[src/hw/rtl/rst_voltage_controller_core_defines.svh]
// assertion macros shared by the voltage controller rtl
// each use expects clk and rst_n in scope
`ifndef RST_VOLTAGE_CONTROLLER_CORE_DEFINES_SVH
`define RST_VOLTAGE_CONTROLLER_CORE_DEFINES_SVH

`ifndef SYNTH
// same-cycle implication
`define RVC_ASSERT_IMP(label, ante, cons) \
    label: assert property (@(posedge clk) disable iff (!rst_n) (ante) |-> (cons)) \
        else $error("rvc assertion failed");
// next-cycle implication
`define RVC_ASSERT_NXT(label, ante, cons) \
    label: assert property (@(posedge clk) disable iff (!rst_n) (ante) |=> (cons)) \
        else $error("rvc assertion failed");
`else
`define RVC_ASSERT_IMP(label, ante, cons)
`define RVC_ASSERT_NXT(label, ante, cons)
`endif

`endif

[src/hw/rtl/rvc_pkg.sv]
`timescale 1ns / 1ps

package rvc_pkg;

    // field widths
    localparam int VOLT_W = 24;
    localparam int DUTY_W = 16;
    localparam int COEF_W = 32;
    localparam int FRAC_W = 30;
    localparam int OPND_W = VOLT_W + 1;
    localparam int PROD_W = COEF_W + OPND_W;
    localparam int ACC_W  = PROD_W + 1;

    // tap sequencing
    localparam int NUM_SETS  = 3;
    localparam int NUM_TAPS  = 14;
    localparam int TAP_W     = 4;
    localparam int RING_W    = 3;
    localparam int REGION_W  = 2;
    localparam int ADDR_W    = REGION_W + RING_W;
    localparam int MEM_DEPTH = 24;
    localparam logic [TAP_W-1:0]  LAST_STEP = TAP_W'(NUM_TAPS + 1);
    localparam logic [RING_W-1:0] FILL_MAX  = '1;

    // history regions in the memory
    localparam logic [REGION_W-1:0] REGION_SETPOINT = 2'd0;
    localparam logic [REGION_W-1:0] REGION_MEASURED = 2'd1;
    localparam logic [REGION_W-1:0] REGION_DUTY     = 2'd2;

    // configuration register indexes
    localparam logic [1:0] REG_COEFFICIENT_SET = 2'd0;
    localparam logic [1:0] REG_DUTY_MAX        = 2'd1;
    localparam logic [1:0] REG_DUTY_MIN        = 2'd2;

    localparam logic [1:0]        COEF_SET_RESET = 2'd0;
    localparam logic [DUTY_W-1:0] DUTY_MAX_RESET = 16'd52429;
    localparam logic [DUTY_W-1:0] DUTY_MIN_RESET = 16'd13107;

    // clamp flags
    localparam logic [1:0] CLAMP_NONE     = 2'd0;
    localparam logic [1:0] CLAMP_MAX      = 2'd1;
    localparam logic [1:0] CLAMP_MIN      = 2'd2;
    localparam logic [1:0] CLAMP_RESERVED = 2'd3;

    localparam logic [1:0] SET_30V = 2'd2;

    typedef enum logic [1:0] {
        ST_IDLE,
        ST_RUN,
        ST_DONE
    } state_t;

    typedef enum logic [1:0] {
        SRC_SETPOINT,
        SRC_MEASURED,
        SRC_HISTORY
    } src_t;

    // control from the sequencer to the multiply-accumulate datapath
    typedef struct packed {
        logic                clear;
        logic                issue;
        logic [TAP_W-1:0]    tap;
        logic [RING_W-1:0]   ptr;
        logic [RING_W-1:0]   fill;
        logic [1:0]          coef_sel;
        logic                wr_en;
        logic [ADDR_W-1:0]   wr_addr;
        logic [VOLT_W-1:0]   wr_data;
    } mac_ctrl_t;

    // decimal design value (scaled by 1e18) to Q2.30, round to nearest
    localparam longint DEC_DIV  = 64'sd3814697265625;
    localparam longint DEC_HALF = 64'sd1907348632812;

    function automatic logic signed [COEF_W-1:0] qp(longint n);
        longint r;
        r = (n / DEC_DIV) * 64'sd4096 + ((n % DEC_DIV) * 64'sd4096 + DEC_HALF) / DEC_DIV;
        return r[COEF_W-1:0];
    endfunction

    function automatic logic signed [COEF_W-1:0] qn(longint n);
        logic signed [COEF_W-1:0] p;
        p = qp(n);
        return -p;
    endfunction

    // gains in tap order, feedback signs folded in:
    // +T0..T6, -R0..R2, -S0..S3
    localparam logic signed [COEF_W-1:0] GAIN_ROM [NUM_SETS][NUM_TAPS] = '{
        '{ qp(64'sd124732432687515000), qn(64'sd293247941102856000),
           qp(64'sd238023909270153000), qn(64'sd81325514552102300),
           qp(64'sd13502518502660300),  qn(64'sd1088265631159850),
           qp(64'sd34258207928936),
           qn(64'sd29310260250540400),  qp(64'sd87850910177262600),
           qn(64'sd59172047308861000),
           qp(64'sd824013588416498000), qp(64'sd167463757771437000),
           qp(64'sd8816390042478200),   qn(64'sd293736230412986) },
        '{ qp(64'sd123301471407425000), qn(64'sd289883728282318000),
           qp(64'sd235293240184636000), qn(64'sd80392528159549700),
           qp(64'sd13347614274909000),  qn(64'sd1075780779008010),
           qp(64'sd33865189304867),
           qn(64'sd53303321780020100),  qp(64'sd117758097920058000),
           qn(64'sd65078929975436800),
           qp(64'sd777974596450532000), qp(64'sd213542950626117000),
           qp(64'sd8776189153764530),   qn(64'sd293736230413011) },
        '{ qp(64'sd122645816904418000), qn(64'sd288342274075589000),
           qp(64'sd234042070424102000), qn(64'sd79965041589484400),
           qp(64'sd13276638451961700),  qn(64'sd1070060324061660),
           qp(64'sd33685111454948),
           qn(64'sd64747006832546900),  qp(64'sd131946332754611000),
           qn(64'sd67820160824866200),
           qp(64'sd742597280109346000), qp(64'sd248939193697005000),
           qp(64'sd8757262424062080),   qn(64'sd293736230412980) }
    };

    // gain lookup, the unused selector maps to the 30 V set
    function automatic logic signed [COEF_W-1:0] gain(logic [1:0] sel, logic [TAP_W-1:0] tap);
        logic [1:0] s;
        s = (sel == 2'd3) ? SET_30V : sel;
        if (tap >= TAP_W'(NUM_TAPS))
            return '0;
        return GAIN_ROM[s][tap];
    endfunction

    // operand source of a tap
    function automatic src_t tap_src(logic [TAP_W-1:0] tap);
        src_t s;
        unique case (tap) inside
            4'd0:    s = SRC_SETPOINT;
            4'd7:    s = SRC_MEASURED;
            default: s = SRC_HISTORY;
        endcase
        return s;
    endfunction

    // history region of a tap
    function automatic logic [REGION_W-1:0] tap_region(logic [TAP_W-1:0] tap);
        logic [REGION_W-1:0] r;
        unique case (tap) inside
            [4'd7:4'd9]:   r = REGION_MEASURED;
            [4'd10:4'd15]: r = REGION_DUTY;
            default:       r = REGION_SETPOINT;
        endcase
        return r;
    endfunction

    // age of the history entry a tap reads, zero is the newest
    function automatic logic [RING_W-1:0] tap_age(logic [TAP_W-1:0] tap);
        logic [TAP_W-1:0] a;
        unique case (tap) inside
            [4'd1:4'd6]:   a = tap - 4'd1;
            [4'd8:4'd9]:   a = tap - 4'd8;
            [4'd10:4'd13]: a = tap - 4'd10;
            default:       a = '0;
        endcase
        return a[RING_W-1:0];
    endfunction

endpackage

[src/hw/rtl/rvc_hist_mac.sv]
`timescale 1ns / 1ps
`include "rst_voltage_controller_core_defines.svh"

module rvc_hist_mac (
    input  logic                                     clk,
    input  logic                                     rst_n,
    input  rvc_pkg::mac_ctrl_t                       ctrl,
    input  logic signed [rvc_pkg::VOLT_W-1:0]        cur_sp,
    input  logic signed [rvc_pkg::VOLT_W-1:0]        cur_ms,
    output logic signed [rvc_pkg::ACC_W-1:0]         acc
);
    import rvc_pkg::*;

    logic [VOLT_W-1:0]         hist_mem [MEM_DEPTH];
    logic [VOLT_W-1:0]         rd_data_reg;
    logic [ADDR_W-1:0]         rd_addr;
    logic                      rd_live;
    logic [RING_W-1:0]         rd_age;

    logic                      s1_valid_reg;
    logic                      s1_live_reg;
    src_t                      s1_src_reg;
    logic                      s1_duty_reg;
    logic signed [COEF_W-1:0]  s1_coef_reg;
    logic signed [OPND_W-1:0]  operand;

    logic                      s2_valid_reg;
    logic signed [PROD_W-1:0]  prod_reg;
    logic signed [PROD_W-1:0]  prod_next;

    logic signed [ACC_W-1:0]   acc_reg;
    logic signed [ACC_W-1:0]   acc_next;

    // ring address of the entry this tap needs
    always_comb
    begin
        rd_age  = tap_age(ctrl.tap);
        rd_addr = {tap_region(ctrl.tap), ctrl.ptr - RING_W'(1) - rd_age};
        rd_live = rd_age < ctrl.fill;
    end

    // history memory, one write and one registered read per cycle
    always_ff @(posedge clk)
    begin
        if (ctrl.wr_en)
        begin
            hist_mem[ctrl.wr_addr] <= ctrl.wr_data;
        end
        rd_data_reg <= hist_mem[rd_addr];
    end

    // tap attributes travel beside the read
    always_ff @(posedge clk)
    begin
        s1_live_reg <= rd_live;
        s1_src_reg  <= tap_src(ctrl.tap);
        s1_duty_reg <= tap_region(ctrl.tap) == REGION_DUTY;
        s1_coef_reg <= gain(ctrl.coef_sel, ctrl.tap);
        prod_reg    <= prod_next;
    end

    // operand select: current samples, stored history or zero before fill
    always_comb
    begin
        case (s1_src_reg)
            SRC_SETPOINT: operand = {cur_sp[VOLT_W-1], cur_sp};
            SRC_MEASURED: operand = {cur_ms[VOLT_W-1], cur_ms};
            default:
            begin
                if (!s1_live_reg)
                    operand = '0;
                else if (s1_duty_reg)
                    operand = {{(OPND_W-DUTY_W){1'b0}}, rd_data_reg[DUTY_W-1:0]};
                else
                    operand = {rd_data_reg[VOLT_W-1], rd_data_reg};
            end
        endcase
        prod_next = s1_coef_reg * operand;
    end

    // accumulate, cleared at the start of each transaction
    always_comb
    begin
        acc_next = acc_reg;
        if (ctrl.clear)
            acc_next = '0;
        else if (s2_valid_reg)
            acc_next = acc_reg + ACC_W'(prod_reg);
    end

    always_ff @(posedge clk or negedge rst_n)
    begin
        if (!rst_n)
        begin
            s1_valid_reg <= 1'b0;
            s2_valid_reg <= 1'b0;
            acc_reg      <= '0;
        end
        else
        begin
            s1_valid_reg <= ctrl.issue;
            s2_valid_reg <= s1_valid_reg;
            acc_reg      <= acc_next;
        end
    end

    assign acc = acc_reg;

    // a new sum starts only with the product pipeline empty
    `RVC_ASSERT_IMP(a_clear_drained, ctrl.clear, !s1_valid_reg && !s2_valid_reg)
    // a history read never hits the entry written in the same cycle
    `RVC_ASSERT_IMP(a_no_rw_clash, ctrl.wr_en && ctrl.issue && tap_src(ctrl.tap) == SRC_HISTORY, ctrl.wr_addr != rd_addr)
    // product pipeline advances one stage a cycle
    `RVC_ASSERT_NXT(a_pipe_advance, s1_valid_reg, s2_valid_reg)

endmodule

[src/hw/rtl/rst_voltage_controller_core.sv]
`timescale 1ns / 1ps
// RST duty controller for a boost converter. Each input transaction carries a setpoint and a
// measured voltage (signed Q8.16) and yields one output transaction with the duty command
// (Q0.16), clamped to [duty_min, duty_max], and a flag telling which bound was hit. The past
// duties, measurements and setpoints live in a 24-entry history memory; one shared
// multiply-accumulate walks the 14 taps of the S, R and T polynomials, one tap per cycle,
// followed by the pipeline drain steps and the clamp of the result. The next input is
// buffered while the current one is worked on, and the output register lets the next
// computation run while a result waits. The coefficient set (18, 24 or 30 V design) and
// the clamp limits are written through the configuration port; the user must do so only
// while the block is idle, which the block itself does not enforce.
`include "rst_voltage_controller_core_defines.svh"

module rst_voltage_controller_core (
    input  logic                                 clk,
    input  logic                                 rst_n,
    // configuration
    input  logic                                 cfg_write,
    input  logic [1:0]                           cfg_index,
    input  logic [rvc_pkg::DUTY_W-1:0]           cfg_data,
    // input channel
    input  logic                                 in_valid,
    output logic                                 in_stall,
    input  logic signed [rvc_pkg::VOLT_W-1:0]    setpoint_v,
    input  logic signed [rvc_pkg::VOLT_W-1:0]    measured_v,
    // output channel
    output logic                                 out_valid,
    input  logic                                 out_stall,
    output logic [rvc_pkg::DUTY_W-1:0]           duty,
    output logic [1:0]                           clamp_state
);
    import rvc_pkg::*;

    state_t                    state_reg;
    state_t                    state_next;
    logic [TAP_W-1:0]          step_reg;
    logic [TAP_W-1:0]          step_next;
    logic [RING_W-1:0]         ptr_reg;
    logic [RING_W-1:0]         fill_reg;

    logic [1:0]                coefficient_set_reg;
    logic [DUTY_W-1:0]         duty_max_reg;
    logic [DUTY_W-1:0]         duty_min_reg;

    logic                      buf_valid_reg;
    logic signed [VOLT_W-1:0]  buf_sp_reg;
    logic signed [VOLT_W-1:0]  buf_ms_reg;
    logic signed [VOLT_W-1:0]  cur_sp_reg;
    logic signed [VOLT_W-1:0]  cur_ms_reg;

    logic                      out_valid_reg;
    logic [DUTY_W-1:0]         duty_reg;
    logic [1:0]                clamp_state_reg;

    logic                      in_take;
    logic                      out_free;
    logic                      start;
    logic                      finish;
    mac_ctrl_t                 ctrl;
    logic signed [ACC_W-1:0]   acc;
    logic signed [ACC_W-1:0]   acc_hi;
    logic signed [ACC_W-1:0]   acc_lo;
    logic [ACC_W-1:0]          acc_rnd;
    logic [DUTY_W-1:0]         duty_res;
    logic [1:0]                clamp_res;

    // configuration registers
    always_ff @(posedge clk or negedge rst_n)
    begin
        if (!rst_n)
        begin
            coefficient_set_reg <= COEF_SET_RESET;
            duty_max_reg        <= DUTY_MAX_RESET;
            duty_min_reg        <= DUTY_MIN_RESET;
        end
        else if (cfg_write)
        begin
            unique case (cfg_index)
                REG_COEFFICIENT_SET: coefficient_set_reg <= cfg_data[1:0];
                REG_DUTY_MAX:        duty_max_reg        <= cfg_data;
                REG_DUTY_MIN:        duty_min_reg        <= cfg_data;
                default:             ;
            endcase
        end
    end

    // handshake terms
    assign in_stall = buf_valid_reg;
    assign in_take  = in_valid && !in_stall;
    assign out_free = !out_valid_reg || !out_stall;
    assign finish   = (state_reg == ST_DONE) && out_free;
    assign start    = buf_valid_reg && ((state_reg == ST_IDLE) || finish);

    // sequencer next state
    always_comb
    begin
        state_next = state_reg;
        step_next  = step_reg;
        unique case (state_reg)
            ST_IDLE:
            begin
                if (start)
                begin
                    state_next = ST_RUN;
                    step_next  = '0;
                end
            end
            ST_RUN:
            begin
                step_next = step_reg + TAP_W'(1);
                if (step_reg == LAST_STEP)
                    state_next = ST_DONE;
            end
            ST_DONE:
            begin
                if (start)
                begin
                    state_next = ST_RUN;
                    step_next  = '0;
                end
                else if (finish)
                begin
                    state_next = ST_IDLE;
                end
            end
            default:
            begin
                state_next = ST_IDLE;
            end
        endcase
    end

    always_ff @(posedge clk or negedge rst_n)
    begin
        if (!rst_n)
        begin
            state_reg     <= ST_IDLE;
            step_reg      <= '0;
            ptr_reg       <= '0;
            fill_reg      <= '0;
            buf_valid_reg <= 1'b0;
            out_valid_reg <= 1'b0;
        end
        else
        begin
            state_reg <= state_next;
            step_reg  <= step_next;
            if (finish)
            begin
                ptr_reg <= ptr_reg + RING_W'(1);
                if (fill_reg != FILL_MAX)
                    fill_reg <= fill_reg + RING_W'(1);
            end
            if (in_take)
                buf_valid_reg <= 1'b1;
            else if (start)
                buf_valid_reg <= 1'b0;
            if (finish)
                out_valid_reg <= 1'b1;
            else if (!out_stall)
                out_valid_reg <= 1'b0;
        end
    end

    // input buffer and working sample
    always_ff @(posedge clk)
    begin
        if (in_take)
        begin
            buf_sp_reg <= setpoint_v;
            buf_ms_reg <= measured_v;
        end
        if (start)
        begin
            cur_sp_reg <= buf_sp_reg;
            cur_ms_reg <= buf_ms_reg;
        end
    end

    // datapath control: taps, sample writes early, duty write at finish
    always_comb
    begin
        ctrl          = '0;
        ctrl.clear    = start;
        ctrl.issue    = (state_reg == ST_RUN) && (step_reg < TAP_W'(NUM_TAPS));
        ctrl.tap      = step_reg;
        ctrl.ptr      = ptr_reg;
        ctrl.fill     = fill_reg;
        ctrl.coef_sel = coefficient_set_reg;
        if ((state_reg == ST_RUN) && (step_reg == TAP_W'(0)))
        begin
            ctrl.wr_en   = 1'b1;
            ctrl.wr_addr = {REGION_SETPOINT, ptr_reg};
            ctrl.wr_data = cur_sp_reg;
        end
        else if ((state_reg == ST_RUN) && (step_reg == TAP_W'(1)))
        begin
            ctrl.wr_en   = 1'b1;
            ctrl.wr_addr = {REGION_MEASURED, ptr_reg};
            ctrl.wr_data = cur_ms_reg;
        end
        else if (finish)
        begin
            ctrl.wr_en   = 1'b1;
            ctrl.wr_addr = {REGION_DUTY, ptr_reg};
            ctrl.wr_data = {{(VOLT_W-DUTY_W){1'b0}}, duty_res};
        end
    end

    rvc_hist_mac u_hist_mac (
        .clk    (clk),
        .rst_n  (rst_n),
        .ctrl   (ctrl),
        .cur_sp (cur_sp_reg),
        .cur_ms (cur_ms_reg),
        .acc    (acc)
    );

    // clamp and round to Q0.16
    always_comb
    begin
        acc_hi  = $signed({{(ACC_W-DUTY_W-FRAC_W){1'b0}}, duty_max_reg, {FRAC_W{1'b0}}});
        acc_lo  = $signed({{(ACC_W-DUTY_W-FRAC_W){1'b0}}, duty_min_reg, {FRAC_W{1'b0}}});
        acc_rnd = acc + $signed({{(ACC_W-FRAC_W){1'b0}}, 1'b1, {(FRAC_W-1){1'b0}}});
        if (acc > acc_hi)
        begin
            duty_res  = duty_max_reg;
            clamp_res = CLAMP_MAX;
        end
        else if (acc < acc_lo)
        begin
            duty_res  = duty_min_reg;
            clamp_res = CLAMP_MIN;
        end
        else
        begin
            duty_res  = acc_rnd[FRAC_W+DUTY_W-1:FRAC_W];
            clamp_res = CLAMP_NONE;
        end
    end

    // output register
    always_ff @(posedge clk)
    begin
        if (finish)
        begin
            duty_reg        <= duty_res;
            clamp_state_reg <= clamp_res;
        end
    end

    assign out_valid   = out_valid_reg;
    assign duty        = duty_reg;
    assign clamp_state = clamp_state_reg;

    // a finished sum waits while the output is held
    `RVC_ASSERT_NXT(a_done_waits, (state_reg == ST_DONE) && out_valid_reg && out_stall, state_reg == ST_DONE)
    // every finish loads a result
    `RVC_ASSERT_NXT(a_finish_loads, finish, out_valid_reg)
    // a buffered sample stays until the engine takes it
    `RVC_ASSERT_NXT(a_buf_holds, buf_valid_reg && !start, buf_valid_reg)
    // the reserved flag code never leaves the block
    `RVC_ASSERT_IMP(a_flag_code, out_valid_reg, clamp_state_reg != CLAMP_RESERVED)

endmodule
[config.mk]
export PLATFORM = sky130hd
export DESIGN_NAME = rst_voltage_controller_core
export DESIGN_NICKNAME = d
export VERILOG_FILES = /design/src/hw/rtl/rvc_pkg.sv /design/src/hw/rtl/rvc_hist_mac.sv /design/src/hw/rtl/rst_voltage_controller_core.sv
export VERILOG_INCLUDE_DIRS = /design/src /design/src/hw/rtl
export SDC_FILE = /design/constraint.sdc
export NUM_CORES = 2
export LEC_CHECK = 0
export ABC_AREA = 1
export CAP_MARGIN = 20
export CORE_ASPECT_RATIO = 0.9
export CORE_MARGIN = 4
export CORE_UTILIZATION = 50
export DETAILED_ROUTE_END_ITERATION = 10
export DONT_BUFFER_PORTS = 1
export PLACE_DENSITY = 0.76
export SETUP_SLACK_MARGIN = 0.15
export SLEW_MARGIN = 20
export SYNTH_ARGS = -nofsm -noshare
export SYNTH_HDL_FRONTEND = slang
export SYNTH_HIERARCHICAL = 1
export SYNTH_SLANG_ARGS = --single-unit
[constraint.sdc]
create_clock -name clk -period 6.3 [get_ports clk]
set_input_delay 1.26 -clock clk [delete_from_list [all_inputs] [get_ports clk]]
set_output_delay 1.26 -clock clk [all_outputs]
set_load 0.1 [all_outputs]
After elaboration in Yosys (flattened, before gate mapping)
Memories as Yosys holds them, arrays and structs flattened. A register that Yosys moved wholly into a read port is not among the register bits.
Index checks and enable logic that the tools add are counted.
{"block": "totals", "reg_bits": 315, "ram_bits": 576, "inputBits": 71, "mem_count": 1}
{"block": "classes", "add_sub_neg": 10, "n_mul": 1, "order_cmp": 15, "eq_ne": 16, "n_mux": 37, "n_bitwise": 2, "reduce_logical": 30}
{"memory": "u_hist_mac.hist_mem", "words": 24, "word_bits": 24, "rd": 1, "rd_clocked_by_memory_dff": 1, "write_ports": 1, "line_no": "rvc_hist_mac.sv:14", "source": "logic [VOLT_W-1:0] hist_mem [MEM_DEPTH];"}
{"cell": "448-bit binary-select mux with 2-bit select", "count": 1}
{"cell": "448-bit 2-to-1 mux", "count": 2}
{"cell": "32-bit binary-select mux with 4-bit select", "count": 1}
{"cell": "32-bit 2-to-1 mux", "count": 4}
{"cell": "58-bit 2-to-1 mux", "count": 2}
{"cell": "30-bit 2-to-1 mux", "count": 3}
{"cell": "58-bit by 57-bit adder with 58-bit output", "count": 1}
{"cell": "58-bit by 47-bit greater-than comparator with 1-bit output", "count": 1}
{"cell": "58-bit by 47-bit less-than comparator with 1-bit output", "count": 1}
{"cell": "32-bit by 25-bit multiplier with 57-bit output", "count": 1}
{"cell": "25-bit 2-to-1 mux", "count": 2}
{"cell": "25-bit case mux with 2 select lines", "count": 1}
{"cell": "46-bit by 31-bit adder with 46-bit output (second input constant)", "count": 1}
{"cell": "16-bit 2-to-1 mux", "count": 2}
{"cell": "4-bit >= comparator (second input constant)", "count": 3}
{"cell": "4-bit <= comparator (second input constant)", "count": 3}
{"cell": "2-bit 2-to-1 mux", "count": 6}
{"cell": "1-bit logical AND", "count": 11}
{"cell": "2-bit AND reduction", "count": 5}
{"cell": "3-bit case mux with 3 select lines", "count": 1}
{"cell": "3-bit by 1-bit subtractor with 3-bit output (second input constant)", "count": 3}
{"cell": "2-bit == test (second input constant)", "count": 4}
{"cell": "2-bit case mux with 2 select lines", "count": 2}
{"cell": "4-bit case mux with 2 select lines", "count": 1}
{"cell": "other kinds (30)", "count": 49}

Logic depth before layout (Yosys ltp)
{"block": "depth", "word_depth": 10, "mapped_depth": 33}

Modules after synthesis
Netlist, hierarchy kept.
{"module": "rvc_hist_mac", "n_inst": 1, "cells_per_inst": 7239, "area_each_um2": 62835.3}
{"module": "rst_voltage_controller_core", "n_inst": 1, "cells_per_inst": 794, "area_each_um2": 7991.4}

Least setup slack after synthesis
No wires, ideal clock.
{"block": "synth_path", "kind": "reg2reg", "startpoint": "register u_hist_mac.s1_src_reg[1]", "endpoint": "register u_hist_mac.prod_reg[55]", "t_arrival_ps": 6887, "slack_ps": -700, "stages_incl_launch_ff": 27, "period_less_slack_ps": 7000, "cell_sequence": "dfxtp_1 -> buf_2 -> nor2_2 -> buf_2 -> nand2_1 -> nand3_1 -> clkbuf_1 -> nor2_1 -> fa_1 -> inv_1 -> fa_1 -> inv_1 -> fa_1 -> fa_1 -> fa_1 -> inv_1 -> fa_1 -> fa_1 -> inv_1 -> ha_1 -> inv_1 -> nor3_1 -> nand2_1 -> nor3_1 -> o21ai_0 -> nand4_1 -> nand2_1"}
{"block": "synth_between", "elab_chain_len": 3, "word_cells_on_any_way": 4, "classes_between": "1 x mul; 1 x eq/ne; 1 x mux; 1 x reduce/logical"}
{"item": "from (decl)", "line_no": "rvc_hist_mac.sv:22", "source": "src_t s1_src_reg;"}
{"item": "from (signal assigned)", "line_no": "rvc_hist_mac.sv:56", "source": "s1_src_reg <= tap_src(ctrl.tap);"}
{"item": "2-bit by 1-bit == test with 1-bit output / 2-bit zero test (equally long branches)", "line_no": "rvc_hist_mac.sv:65", "source": "case (s1_src_reg)"}
{"item": "25-bit case mux with 2 select lines (*)", "line_no": "rvc_hist_mac.sv:65"}
{"item": "32-bit by 25-bit multiplier with 57-bit output (*)", "line_no": "rvc_hist_mac.sv:78", "source": "prod_next = s1_coef_reg * operand;"}
{"item": "named net u_hist_mac.prod_next[55]", "line_no": "rvc_hist_mac.sv:29", "source": "logic signed [PROD_W-1:0] prod_next;"}
{"item": "to (signal assigned)", "line_no": "rvc_hist_mac.sv:59", "source": "prod_reg <= prod_next;"}
{"item": "to (decl)", "line_no": "rvc_hist_mac.sv:28", "source": "logic signed [PROD_W-1:0] prod_reg;"}
Mark *: on every way through the listed nets, which the timed path passes. The rest lies on a longest branch.
A chain may end at the register's enable or synchronous reset.

Worst setup path in the final report
Ends and elaborated chain as after synthesis.

==> results.toml <==
[global_routing]
track_usage_pct = 32.4
first_global_vias = 58700
grt-ovfl-total = 0
grt_max_degree = 125
grt_pass1_wl_mm = 359
grt_antenna_before_repair = 12

[timing]
rsz0062_at_grt = "true"
period_share_pct = 110
layout_setup_ws_ps = -649
slew-limit-headroom_pct = 22.5
drv_slew = 0
finClkSkew_ps = 50.8
final-setup-viol-count = 43
max_freq_mhz = 144
hold_viol = 0
worstMarginPinSlew_ps = 1160
fin_crit_ps = 6950

[critical_path]
cp_slowest_cell = "fa_2"
end_kind = "flip-flop"
cp.arrival_ps = 7510
cp_slowest_stage_delay_ps = 630
path_max_fanout = 12
required_ps = 6860
critPathKind = "flip-flop to flip-flop"
crit_top_cell = "fa_1"
cp-start-kind = "flip-flop"

[worst_hold_path]
worst_hold_path_type = "input port to async pin"

[logic_synthesis]
ys.flop_type = "edfxtp_1"
synth_compound_area_share_pct = 5.70
synth.area.mux_share_pct = 0.0318
synthAdderAreaFrac_pct = 27.5
ys_types = 64
syn_area_um2 = 70800
synth-seq-cells = 914
synth_top_family_by_area = "adder cells"
ys_warn_count = 6
synth-xor-area-share_pct = 0.791
synth_fp_nets = 9175
synth_simple_gate_area_share_pct = 20.3
ys_async_sr_fraction_pct = 11.8
yosysSeqAreaShare_pct = 36.4
synth_edf_count = 690
syn_inst = 8033
syn_avg_cell_area_um2 = 8.82

[floorplanning]
die_x_um = 405
io_pins = 91
core-area_um2 = 140000
initial_utilization_pct = 50.5
die_h_um = 365
num_rows = 130
die_area_um2 = 148000

[placement]
dp_hpwl_mm = 178
place.port_buffers = 0
routabilityCongestion = 1.02

[layout]
num-nets-final = 9663
largest_register_ff_count = 576
multiInputGateArea_um2 = 41100
drive_gt1_share_pct = 16.7
n_fill_cell = 11600
area_growth_pct = 18.8
register_area_um2 = 25800
finish.utilization_pct = 60.0

[drt]
wirelength_mm = 240
dr.pass1.iters = 6
drtIter0Drc = 6927
routed_via_density = 5.62
ant_nets = 0
wl_per_cell_um = 23.0
drcViolationCount = 0
vias = 58800

[clocking]
cts_num_sinks = 914
path_clk_slew_ps = 70
cts.path.max_buffers = 3
h-tree-depth = 3
clk_latency_ps = 720
ctsRootBufferMaster = "clkbuf_16"
cts_made_buffers = 90
cts_tree = "done"

[flow_run]
cap_violations = 0

[outcome]
status = "finished, violations left"
failed_checks = "setup timing"
==> cells in the final DEF (no fill, tap or decap), types with 43 or more instances in the layout <==
cell type / count
nand2_1: 1947
inv_1: 1351
nor2_1: 852
fa_1: 755
edfxtp_1: 690
buf_4: 558
nand3_1: 331
o21ai_0: 246
ha_1: 217
a21oi_1: 146
dfxtp_1: 113
clkbuf_16: 92
dfrtp_1: 91
nand2_2: 86
buf_12: 81
nor2_4: 73
a31oi_1: 64
nor2_2: 55
inv_2: 53
fa_2: 50
ha_4: 45
a21oi_2: 43
==> timing repair <==
item,in CTS,in global routing
endpoints found under the setup margin,45,47
hold buffers,0,0
gates cloned,5,1
buffers inserted,46,24
endpoints found under the hold margin,0,0
gates resized for setup,461,186
pin swaps,78,85
==> final timing paths <==
kind                                                from                       to  slack [ps]  depth (start not counted)
max in group asynchronous                          rst_n         duty_max_reg[11]        5800                          0
worst min-delay path                               rst_n       u_hist_mac/acc[38]         260                          0
min in group clk                          buf_sp_reg[19]           cur_sp_reg[19]         420                          0
worst max-delay path            u_hist_mac/s1_src_reg[1]  u_hist_mac/prod_reg[55]        -650                         28
worst min register to register            buf_sp_reg[19]           cur_sp_reg[19]         420                          0
worst max register to register  u_hist_mac/s1_src_reg[1]  u_hist_mac/prod_reg[55]        -650                         28
==> stage by stage <==
stage	hold WS (ps)	cells	area (µm²)	setup WS (ps)	setup TNS, ps
3_3_place_gp	404	10200	77800	-1040	-30610
4_1_cts	200	10400	83100	-604	-16530
3_5_place_dp	405	10200	77800	-1080	-32770
2_1_floorplan	331	8033	71200	2.47	0
6_report	255	10500	84100	-649	-18070
5_1_grt	210	10400	84100	-786	-26220
==> worst max-delay path, delay by kind of cell (launching register included) <==
kind | cells | cell delay, ps
adder cells (fa/ha/maj) | 8 | 4130
buffers and inverters | 10 | 1060
flip-flops | 1 | 360
AND/OR/NAND/NOR | 10 | 1220
==> Yosys cell counts (17+ instances only) <==
cell | count | area share [%]
nand3_2 | 18 | 0.25
inv_1 | 1399 | 7.4
edfxtp_1 | 690 | 29
dfxtp_1 | 116 | 3.3
dfstp_2 | 17 | 0.63
a21oi_1 | 198 | 1.4
o22ai_1 | 35 | 0.31
nand2_1 | 2040 | 11
o221ai_1 | 24 | 0.30
xor2_1 | 47 | 0.58
ha_1 | 265 | 4.7
clkbuf_1 | 202 | 1.1
nor3_1 | 32 | 0.23
nand4_1 | 41 | 0.36
o21ai_0 | 303 | 2.1
nor2_1 | 968 | 5.1
and2_1 | 20 | 0.18
a31oi_1 | 64 | 0.57
dfrtp_1 | 91 | 3.2
nand3_1 | 368 | 2.6
xnor2_1 | 17 | 0.21
buf_2 | 49 | 0.35
o211ai_1 | 37 | 0.39
fa_1 | 806 | 23
buf_1 | 23 | 0.12
==> logic make-up after synthesis <==
group                      count (synthesis)
xor gates and xnor gates                  64
DFF                                      914
and+or+nand+nor                         3553
AOI/OAI and AO/OA                        711
buffers and inverters                   1718
adders and majority gates               1071
muxes                                      2
==> metal layers <==
layer	vias up	track usage (%)	routed length (µm)
met5	-	0	121
met4	4	14.1	12200
li1	26000	-	-
met2	3436	49.4	106000
met1	28700	43.2	92800
met3	641	9.76	29000
==> area by class of cell <==
type | instances | area share, %
diodes | 9 | 0.0268
inverters | 1426 | 6.43
flip-flops and latches | 914 | 30.6
well taps | 1848 | 2.75
repair buffers | 688 | 7.75
clock buffers | 123 | 2.99
multi-input cells | 5401 | 48.8
clock inverters | 44 | 0.592
Power is left out: the tool's default activity adds up to more than one toggle a clock period on the data nets, which glitch-free logic cannot reach.
